`src/sv/ist_pkg.sv`:
```
// Shared widths and types for the insertion sort block.
package ist_pkg;

   localparam int DATA_W       = 32;
   localparam int SHIFT_W      = 11;
   localparam int WRITE_W      = 12;
   localparam int MAX_ITEMS_DEF = 32;

   // Data one cell hands to its neighbors.
   typedef struct packed {
      logic signed [DATA_W-1:0] value;
      logic                     valid;
      logic                     gt;
   } ist_link_type;

   // Per-cycle command broadcast to every cell.
   typedef struct packed {
      logic insert;
      logic shift_down;
   } ist_cell_ctrl_type;

   // Command to the counter unit.
   typedef struct packed {
      logic load;
      logic clear;
   } ist_tally_ctrl_type;

endpackage

```
`src/sv/ist_cell.sv`:
```
// One cell of the sorting chain: holds one element and its valid bit.
module ist_cell (
   input  logic                             clock,
   input  logic                             reset,
   input  ist_pkg::ist_cell_ctrl_type       ctrl,
   input  logic signed [ist_pkg::DATA_W-1:0] new_value,
   input  ist_pkg::ist_link_type            prev_link,
   input  ist_pkg::ist_link_type            next_link,
   output ist_pkg::ist_link_type            link,
   output logic                             take
);
   import ist_pkg::*;

   logic signed [DATA_W-1:0] value_ff;
   logic signed [DATA_W-1:0] value_in;
   logic                     valid_ff;
   logic                     valid_in;
   logic                     gt;

   // Only strictly greater elements move up, which keeps equal values in order.
   assign gt   = valid_ff && (value_ff > new_value);
   assign take = ctrl.insert && !prev_link.gt && (gt || (!valid_ff && prev_link.valid));

   always_comb begin
      value_in = value_ff;
      valid_in = valid_ff;
      if (ctrl.shift_down) begin
         value_in = next_link.value;
         valid_in = next_link.valid;
      end else if (ctrl.insert && prev_link.gt) begin
         value_in = prev_link.value;
         valid_in = 1'b1;
      end else if (take) begin
         value_in = new_value;
         valid_in = 1'b1;
      end
   end

   always_ff @(posedge clock) begin
      value_ff <= value_in;
      if (reset) begin
         valid_ff <= 1'b0;
      end else begin
         valid_ff <= valid_in;
      end
   end

   assign link.value = value_ff;
   assign link.valid = valid_ff;
   assign link.gt    = gt;

endmodule

```
`src/sv/ist_tally.sv`:
```
// Shift and write counters, updated from a registered copy of the insertion position.
module ist_tally #(
   parameter int MAX_ITEMS = ist_pkg::MAX_ITEMS_DEF
) (
   input  logic                               clock,
   input  logic                               reset,
   input  ist_pkg::ist_tally_ctrl_type        ctrl,
   input  logic [MAX_ITEMS-1:0]               take,
   input  logic [$clog2(MAX_ITEMS+1)-1:0]     fill,
   output logic [ist_pkg::SHIFT_W-1:0]        shift_total,
   output logic [ist_pkg::WRITE_W-1:0]        write_total
);
   import ist_pkg::*;

   localparam int FILL_W = $clog2(MAX_ITEMS + 1);
   localparam int IDX_W  = $clog2(MAX_ITEMS);

   logic [MAX_ITEMS-1:0] take_ff;
   logic [FILL_W-1:0]    snap_ff;
   logic                 pend_ff;
   logic [SHIFT_W-1:0]   shift_ff;
   logic [SHIFT_W-1:0]   shift_in;
   logic [WRITE_W-1:0]   write_ff;
   logic [WRITE_W-1:0]   write_in;
   logic [IDX_W-1:0]     pos;
   logic [FILL_W-1:0]    moved;

   // One-hot insertion position to binary.
   always_comb begin
      pos = '0;
      for (int i = 0; i < MAX_ITEMS; i++) begin
         if (take_ff[i]) begin
            pos = pos | IDX_W'(i);
         end
      end
   end

   assign moved = snap_ff - FILL_W'(pos);

   always_comb begin
      shift_in = shift_ff;
      write_in = write_ff;
      if (ctrl.clear) begin
         shift_in = '0;
         write_in = '0;
      end else if (pend_ff) begin
         shift_in = shift_ff + SHIFT_W'(moved);
         write_in = write_ff + WRITE_W'(moved) + WRITE_W'(snap_ff != '0);
      end
   end

   always_ff @(posedge clock) begin
      take_ff <= take;
      snap_ff <= fill;
      if (reset) begin
         pend_ff  <= 1'b0;
         shift_ff <= '0;
         write_ff <= '0;
      end else begin
         pend_ff  <= ctrl.load;
         shift_ff <= shift_in;
         write_ff <= write_in;
      end
   end

   assign shift_total = shift_ff;
   assign write_total = write_ff;

endmodule

```
`src/sv/insertion_sort_with_counters.sv`:
```
// Top level: stable insertion sort over a chain of cells, with shift and write counts.
// Loading: one beat per cycle; every cell compares and shifts at once, so an element
//   is placed in the cycle it is accepted.
// After the marked beat: a settle state for the counters, then one result per cycle
//   unless rsp_stall is high, smallest first, from cell 0 while the chain shifts down.
// Reset (synchronous, active high) empties the chain and clears counts and flag.
module insertion_sort_with_counters #(
   parameter int MAX_ITEMS = ist_pkg::MAX_ITEMS_DEF
) (
   input  logic                               clock,
   input  logic                               reset,
   input  logic                               req_valid,
   output logic                               req_stall,
   input  logic signed [ist_pkg::DATA_W-1:0]  req_item_value,
   input  logic                               req_is_last,
   output logic                               rsp_valid,
   input  logic                               rsp_stall,
   output logic signed [ist_pkg::DATA_W-1:0]  rsp_sorted_value,
   output logic                               rsp_final_item,
   output logic [ist_pkg::SHIFT_W-1:0]        rsp_shift_count,
   output logic [ist_pkg::WRITE_W-1:0]        rsp_write_count,
   output logic                               rsp_overflowed
);
   import ist_pkg::*;

   localparam int FILL_W = $clog2(MAX_ITEMS + 1);

   typedef enum logic [1:0] {LOAD, SETTLE, DRAIN} state_type;

   state_type           state_ff;
   state_type           state_in;
   logic [FILL_W-1:0]   fill_ff;
   logic [FILL_W-1:0]   fill_in;
   logic                overflow_ff;
   logic                overflow_in;

   logic                in_beat;
   logic                full;
   logic                out_beat;
   logic                last_beat;

   ist_cell_ctrl_type   cell_ctrl;
   ist_tally_ctrl_type  tally_ctrl;
   ist_link_type        links [MAX_ITEMS];
   logic [MAX_ITEMS-1:0] take;
   logic [MAX_ITEMS-1:0] cell_valid;

   // Input handshake: take beats only while loading.
   assign req_stall = (state_ff != LOAD);
   assign in_beat   = req_valid && !req_stall;
   assign full      = (fill_ff == FILL_W'(MAX_ITEMS));

   // Output handshake: cell 0 always holds the smallest remaining element.
   assign out_beat  = (state_ff == DRAIN) && !rsp_stall;
   assign last_beat = out_beat && (fill_ff == FILL_W'(1));

   // Insert unless the chain is full; on a drained beat, shift every cell down.
   assign cell_ctrl.insert     = in_beat && !full;
   assign cell_ctrl.shift_down = out_beat;

   assign tally_ctrl.load  = cell_ctrl.insert;
   assign tally_ctrl.clear = last_beat;

   // The chain: each cell talks to its two neighbors only.
   generate
      for (genvar i = 0; i < MAX_ITEMS; i++) begin : g_cell
         ist_link_type prev_link;
         ist_link_type next_link;

         if (i == 0) begin : g_head
            // Head sees a valid, never-greater neighbor below it.
            assign prev_link.value = '0;
            assign prev_link.valid = 1'b1;
            assign prev_link.gt    = 1'b0;
         end else begin : g_body
            assign prev_link = links[i-1];
         end

         if (i == MAX_ITEMS - 1) begin : g_tail
            // Drain pulls an empty slot into the tail.
            assign next_link = '0;
         end else begin : g_inner
            assign next_link = links[i+1];
         end

         ist_cell u_cell (
            .clock     (clock),
            .reset     (reset),
            .ctrl      (cell_ctrl),
            .new_value (req_item_value),
            .prev_link (prev_link),
            .next_link (next_link),
            .link      (links[i]),
            .take      (take[i])
         );

         assign cell_valid[i] = links[i].valid;
      end
   endgenerate

   ist_tally #(
      .MAX_ITEMS (MAX_ITEMS)
   ) u_tally (
      .clock       (clock),
      .reset       (reset),
      .ctrl        (tally_ctrl),
      .take        (take),
      .fill        (fill_ff),
      .shift_total (rsp_shift_count),
      .write_total (rsp_write_count)
   );

   // Sequencer: load until the marked beat, settle the counters, then drain.
   always_comb begin
      state_in    = state_ff;
      fill_in     = fill_ff;
      overflow_in = overflow_ff;
      case (state_ff)
         LOAD: begin
            if (in_beat) begin
               if (full) begin
                  overflow_in = 1'b1;
               end else begin
                  fill_in = fill_ff + FILL_W'(1);
               end
               if (req_is_last) begin
                  state_in = SETTLE;
               end
            end
         end
         SETTLE: begin
            state_in = DRAIN;
         end
         DRAIN: begin
            if (out_beat) begin
               fill_in = fill_ff - FILL_W'(1);
            end
            if (last_beat) begin
               overflow_in = 1'b0;
               state_in    = LOAD;
            end
         end
         default: begin
            state_in = LOAD;
         end
      endcase
   end

   always_ff @(posedge clock) begin
      if (reset) begin
         state_ff    <= LOAD;
         fill_ff     <= '0;
         overflow_ff <= 1'b0;
      end else begin
         state_ff    <= state_in;
         fill_ff     <= fill_in;
         overflow_ff <= overflow_in;
      end
   end

   assign rsp_valid        = (state_ff == DRAIN);
   assign rsp_sorted_value = links[0].value;
   assign rsp_final_item   = (fill_ff == FILL_W'(1));
   assign rsp_overflowed   = overflow_ff;

   // At most one cell takes the new element.
   a_take_onehot: assert property (@(posedge clock) disable iff (reset)
      $onehot0(take))
      else $error("more than one cell took the new element");

   // While draining the head cell holds a live element.
   a_drain_head: assert property (@(posedge clock) disable iff (reset)
      (state_ff == DRAIN) |-> (cell_valid[0] && (fill_ff != '0)))
      else $error("drain with empty head cell");

   // The last result empties the chain and returns to loading.
   a_last_empties: assert property (@(posedge clock) disable iff (reset)
      last_beat |=> ((fill_ff == '0) && (state_ff == LOAD) && (cell_valid == '0)))
      else $error("chain not empty after final result");

   // An insertion marks exactly one more cell valid.
   a_fill_tracks: assert property (@(posedge clock) disable iff (reset)
      cell_ctrl.insert |=> ($countones(cell_valid) == $countones($past(cell_valid)) + 1))
      else $error("valid cells out of step with insertion");

endmodule
```
`config.mk`:
```
export PLATFORM = sky130hd
export DESIGN_NAME = insertion_sort_with_counters
export DESIGN_NICKNAME = d
export VERILOG_FILES = /design/src/sv/ist_pkg.sv /design/src/sv/ist_cell.sv /design/src/sv/ist_tally.sv /design/src/sv/insertion_sort_with_counters.sv
export SDC_FILE = /design/constraint.sdc
export NUM_CORES = 2
export LEC_CHECK = 0
export BUFFER_PORTS_ARGS = -buffer_cell sky130_fd_sc_hd__buf_2
export CELL_PAD_IN_SITES_DETAIL_PLACEMENT = 2
export CELL_PAD_IN_SITES_GLOBAL_PLACEMENT = 2
export CORE_ASPECT_RATIO = 0.8
export CORE_UTILIZATION = 35
export DETAILED_ROUTE_END_ITERATION = 12
export GPL_TIMING_DRIVEN = 0
export PLACE_DENSITY_LB_ADDON = 0.1
export SYNTH_ARGS = -nofsm -noshare
export SYNTH_HDL_FRONTEND = slang
export SYNTH_SLANG_ARGS = --single-unit
```
`constraint.sdc`:
```
create_clock -name clock -period 5.8 [get_ports clock]
set_input_delay 0.29 -clock clock [delete_from_list [all_inputs] [get_ports clock]]
set_output_delay 0.29 -clock clock [all_outputs]
set_load 0.05 [all_outputs]
```
==> reports/qor.yml <==
r2r_slack_ns: -0.01
post_cts_buffers: 0
drc: 0
numPlacedInstances: 10590
final_cell_mix: "nand2_1 (1645), ha_1 (1044), edfxtp_1 (992)"
p_int_w: 0.0172
wire_per_inst_um: 37.3
postRouteAntennaNets: 0
hold_path_class: "input pin to register"
path_depth: 15
start_util: 0.354
cts_root_buf: "clkbuf_16"
cts-buffers-inserted: 141
vias: 70458
grt_pass1_wl_um: 560000
yosys_most_used_dff: "edfxtp_1"
crit_path_top_delay_cell: "a21boi_0"
yosysTopAreaCell: "edfxtp_1"
p_comb_frac: 0.246
slowest_delay_ns: 0.65
globalRouteTotalUtil: 0.365
cts_buffer_depth: 3
cts_tree: "done"
avgViaCountPerCell: 6.49
p_seq_frac: 0.411
violations: "capacitance limit, slew limit, setup timing"
fin_skew_ns: 0.0259
drtIter0Drc: 8040
switchingPower_w: 0.00928
synth_seq_cells: 1126
dieHeight_um: 417
worst_slew_pin_slew_ns: 1.60
grt-ovfl-total: 0
yosys.area.top_type_share: 0.396
cts.sinks: 1126
worstSetupStartpointType: "input pin"
clk_pin_slew_ns: 0.06
reg2reg_from: "g_cell[1].u_cell.value_ff[15]"
post-route-min-period_ns: 5.91
area_delta_synth_final_pct: 13.5
core_mm2: 0.213
setup_violations: 27
synth-edff-count: 992
grt_pass1_vias: 71944
dieArea_mm2: 0.217
worstReg2RegEnd: "g_cell[2].u_cell.value_ff[5]"
maxSlewHeadroom: -0.0793
rows: 151
period_share: 1.02
cp.required_ns: 6.30
vdd_drop_max_v: 0.000334
seq_area_frac_synth: 0.431
fin_tns_setup_ns: -2.39
setup.worst_path.end: "g_cell[2].u_cell.value_ff[5]"
synth_top_cells_by_area: "edfxtp_1 (40%), ha_1 (17%), nand2_1 (8.3%)"
grt_max_degree: 38
crit_type: "input pin to register"
dp_hpwl_um: 328000
critPathTopFamily: "buffers and inverters"
setup_slack_ns: -0.113
reg2regPathDepth: 13
worstSetupStartpoint: "req_item_value[6]"
seq_area_mm2: 0.0325
max_freq_mhz: 169
gp_congestion: 0.947
avgSynthCellArea_um2: 9.87
cp.buffers_inverters: 5
fin_cells: 10859
insertion_delay_ns: 0.80
multi_input_area_mm2: 0.0408
antenna_found_initial: 26
rsz0062_at_grt: "no"
maxSlewViolCount: 79
maxCapViolations: 10
synth_cells: 7631
p_leak_nw: 31.9
p_per_area_mw_per_mm2: 310
io_pins: 96
final_common_cell: "nand2_1"
postSynth.asyncResetShare: 0
yosysWarnings: 0
syn_nets: 8716
hold_viol_final: 0
nNetsFinal: 8989
crit_chain: "clkbuf_1, inv_2, ha_1, nand4_1, nor3_2, a21boi_0, a2111o_1, a211oi_1, xnor2_1, nor3_2, buf_2, buf_2, nor2_1, nand2_4, buf_16"
drive_gt1_frac: 0.0633
die_w_um: 521
netlist_area_mm2: 0.0753
n_fill_cell: 22871
portBuffers: 64
endpoint_kind: "register"
first_pass_iters: 5
critical_path.max_fanout: 17
finalWirelength_um: 405000
htreeDepth: 4
cp.arrival_ns: 6.41
status: "finished, violations left"
synth_cell_types: 75
swShare: 0.351
pwr-share-clk: 0.343
## sequential cells by signal (all words and copies together) (netlist names)
name,flops
g_cell.u_cell.valid_ff,32
u_tally.write_total,12
fill_ff,6
u_tally.take_ff,31
u_tally.pend_ff,1
rsp_overflowed,1
g_cell.u_cell.value_ff,1024
u_tally.snap_ff,6
state_ff,2
u_tally.shift_total,11
## area by class of cell
type | count | share of cell area
inverter | 146 | 0.00641
buffer | 453 | 0.0216
timing repair buffer | 132 | 0.0204
antenna | 15 | 0.000439
tap | 2830 | 0.0414
clock inverter | 47 | 0.00438
sequential | 1126 | 0.380
clock buffer | 206 | 0.0477
multi-input combinational | 5904 | 0.478
## worst min-delay path by stage
stage                             startpoint                        endpoint  slack (ns)  depth (start not counted)
after floorplan                   fill_ff[2]              u_tally.snap_ff[2]        0.33                          0
after global placement            fill_ff[2]              u_tally.snap_ff[2]        0.34                          0
after detailed placement          fill_ff[2]              u_tally.snap_ff[2]        0.34                          0
after CTS                  req_item_value[5]   g_cell[31].u_cell.value_ff[5]        0.16                          3
after global routing      req_item_value[10]  g_cell[31].u_cell.value_ff[10]        0.14                          3
final                     req_item_value[10]  g_cell[31].u_cell.value_ff[10]        0.16                          3
## synth_stat cells, types with 26 or more instances
cell,number
nand2_1,1660
ha_1,1044
edfxtp_1,992
o211ai_1,672
a21oi_1,492
clkbuf_1,390
nor2_1,384
o21ai_0,242
nand4_1,194
a221o_1,191
a21o_1,189
mux2i_1,172
inv_1,146
dfxtp_1,134
nor3_1,79
nor2b_1,59
nand3_1,57
a211oi_1,51
nor4_1,49
a221oi_1,38
buf_1,32
o221ai_1,32
xnor2_1,26
## worst register-to-register path, stage by stage, from the launching register on
cell and delay, ns:
edfxtp_1 0.48, ha_1 0.36, nand4_1 0.21, nor3_2 0.58
a21boi_0 0.65, a2111o_1 0.55, a211oi_1 0.20, xnor2_1 0.38
nor3_2 0.62, buf_2 0.37, buf_2 0.37, nor2_1 0.13
nand2_4 0.37, buf_16 0.22
## metrics by stage
stage               utilization  area, µm²  hold slack, ns  setup slack, ns  total power (W)
global placement          0.372      79200           0.342            -4.96           0.0167
CTS                       0.401      85300           0.156         0.000820           0.0263
global route              0.401      85400           0.141          0.00117           0.0273
detailed placement        0.380      80800           0.340            -1.60           0.0173
floorplan                     -      75300           0.329            0.161           0.0143
finish                    0.402      85400           0.160           -0.113           0.0264
## power groups by stage
stage / Clock [W] / Combinational, W / Sequential [W]
2_1_floorplan: 0 / 0.00358 / 0.0107
3_3_place_gp: 0 / 0.00564 / 0.0110
3_5_place_dp: 0 / 0.00630 / 0.0110
4_1_cts: 0.00911 / 0.00635 / 0.0108
5_1_grt: 0.00939 / 0.00696 / 0.0109
6_report: 0.00907 / 0.00651 / 0.0109
## timing repair
item / CTS / global route
hold buffers: 3 / 0
gates resized for setup: 16 / 24
hold endpoints to repair: 2 / 0
endpoints found under the setup margin: 402 / 323
## routing by layer
metal / GRT usage / part of all wire / vias to the layer above
met5: 0 / 0.00010 / -
li1: - / - / 29609
met4: 0.0997 / 0.030 / 6
met3: 0.0785 / 0.096 / 510
met2: 0.515 / 0.40 / 3151
met1: 0.552 / 0.47 / 37182
## kinds of logic after synthesis
logic type,after synthesis,synth area share
fa+ha+maj,1048,0.175
buf+inv,601,0.0314
compound gates,2031,0.187
xor+xnor,36,0.00419
simple gates,2615,0.148
mux,174,0.0232
flops,1126,0.431
(Power assumes the default switching activity.)
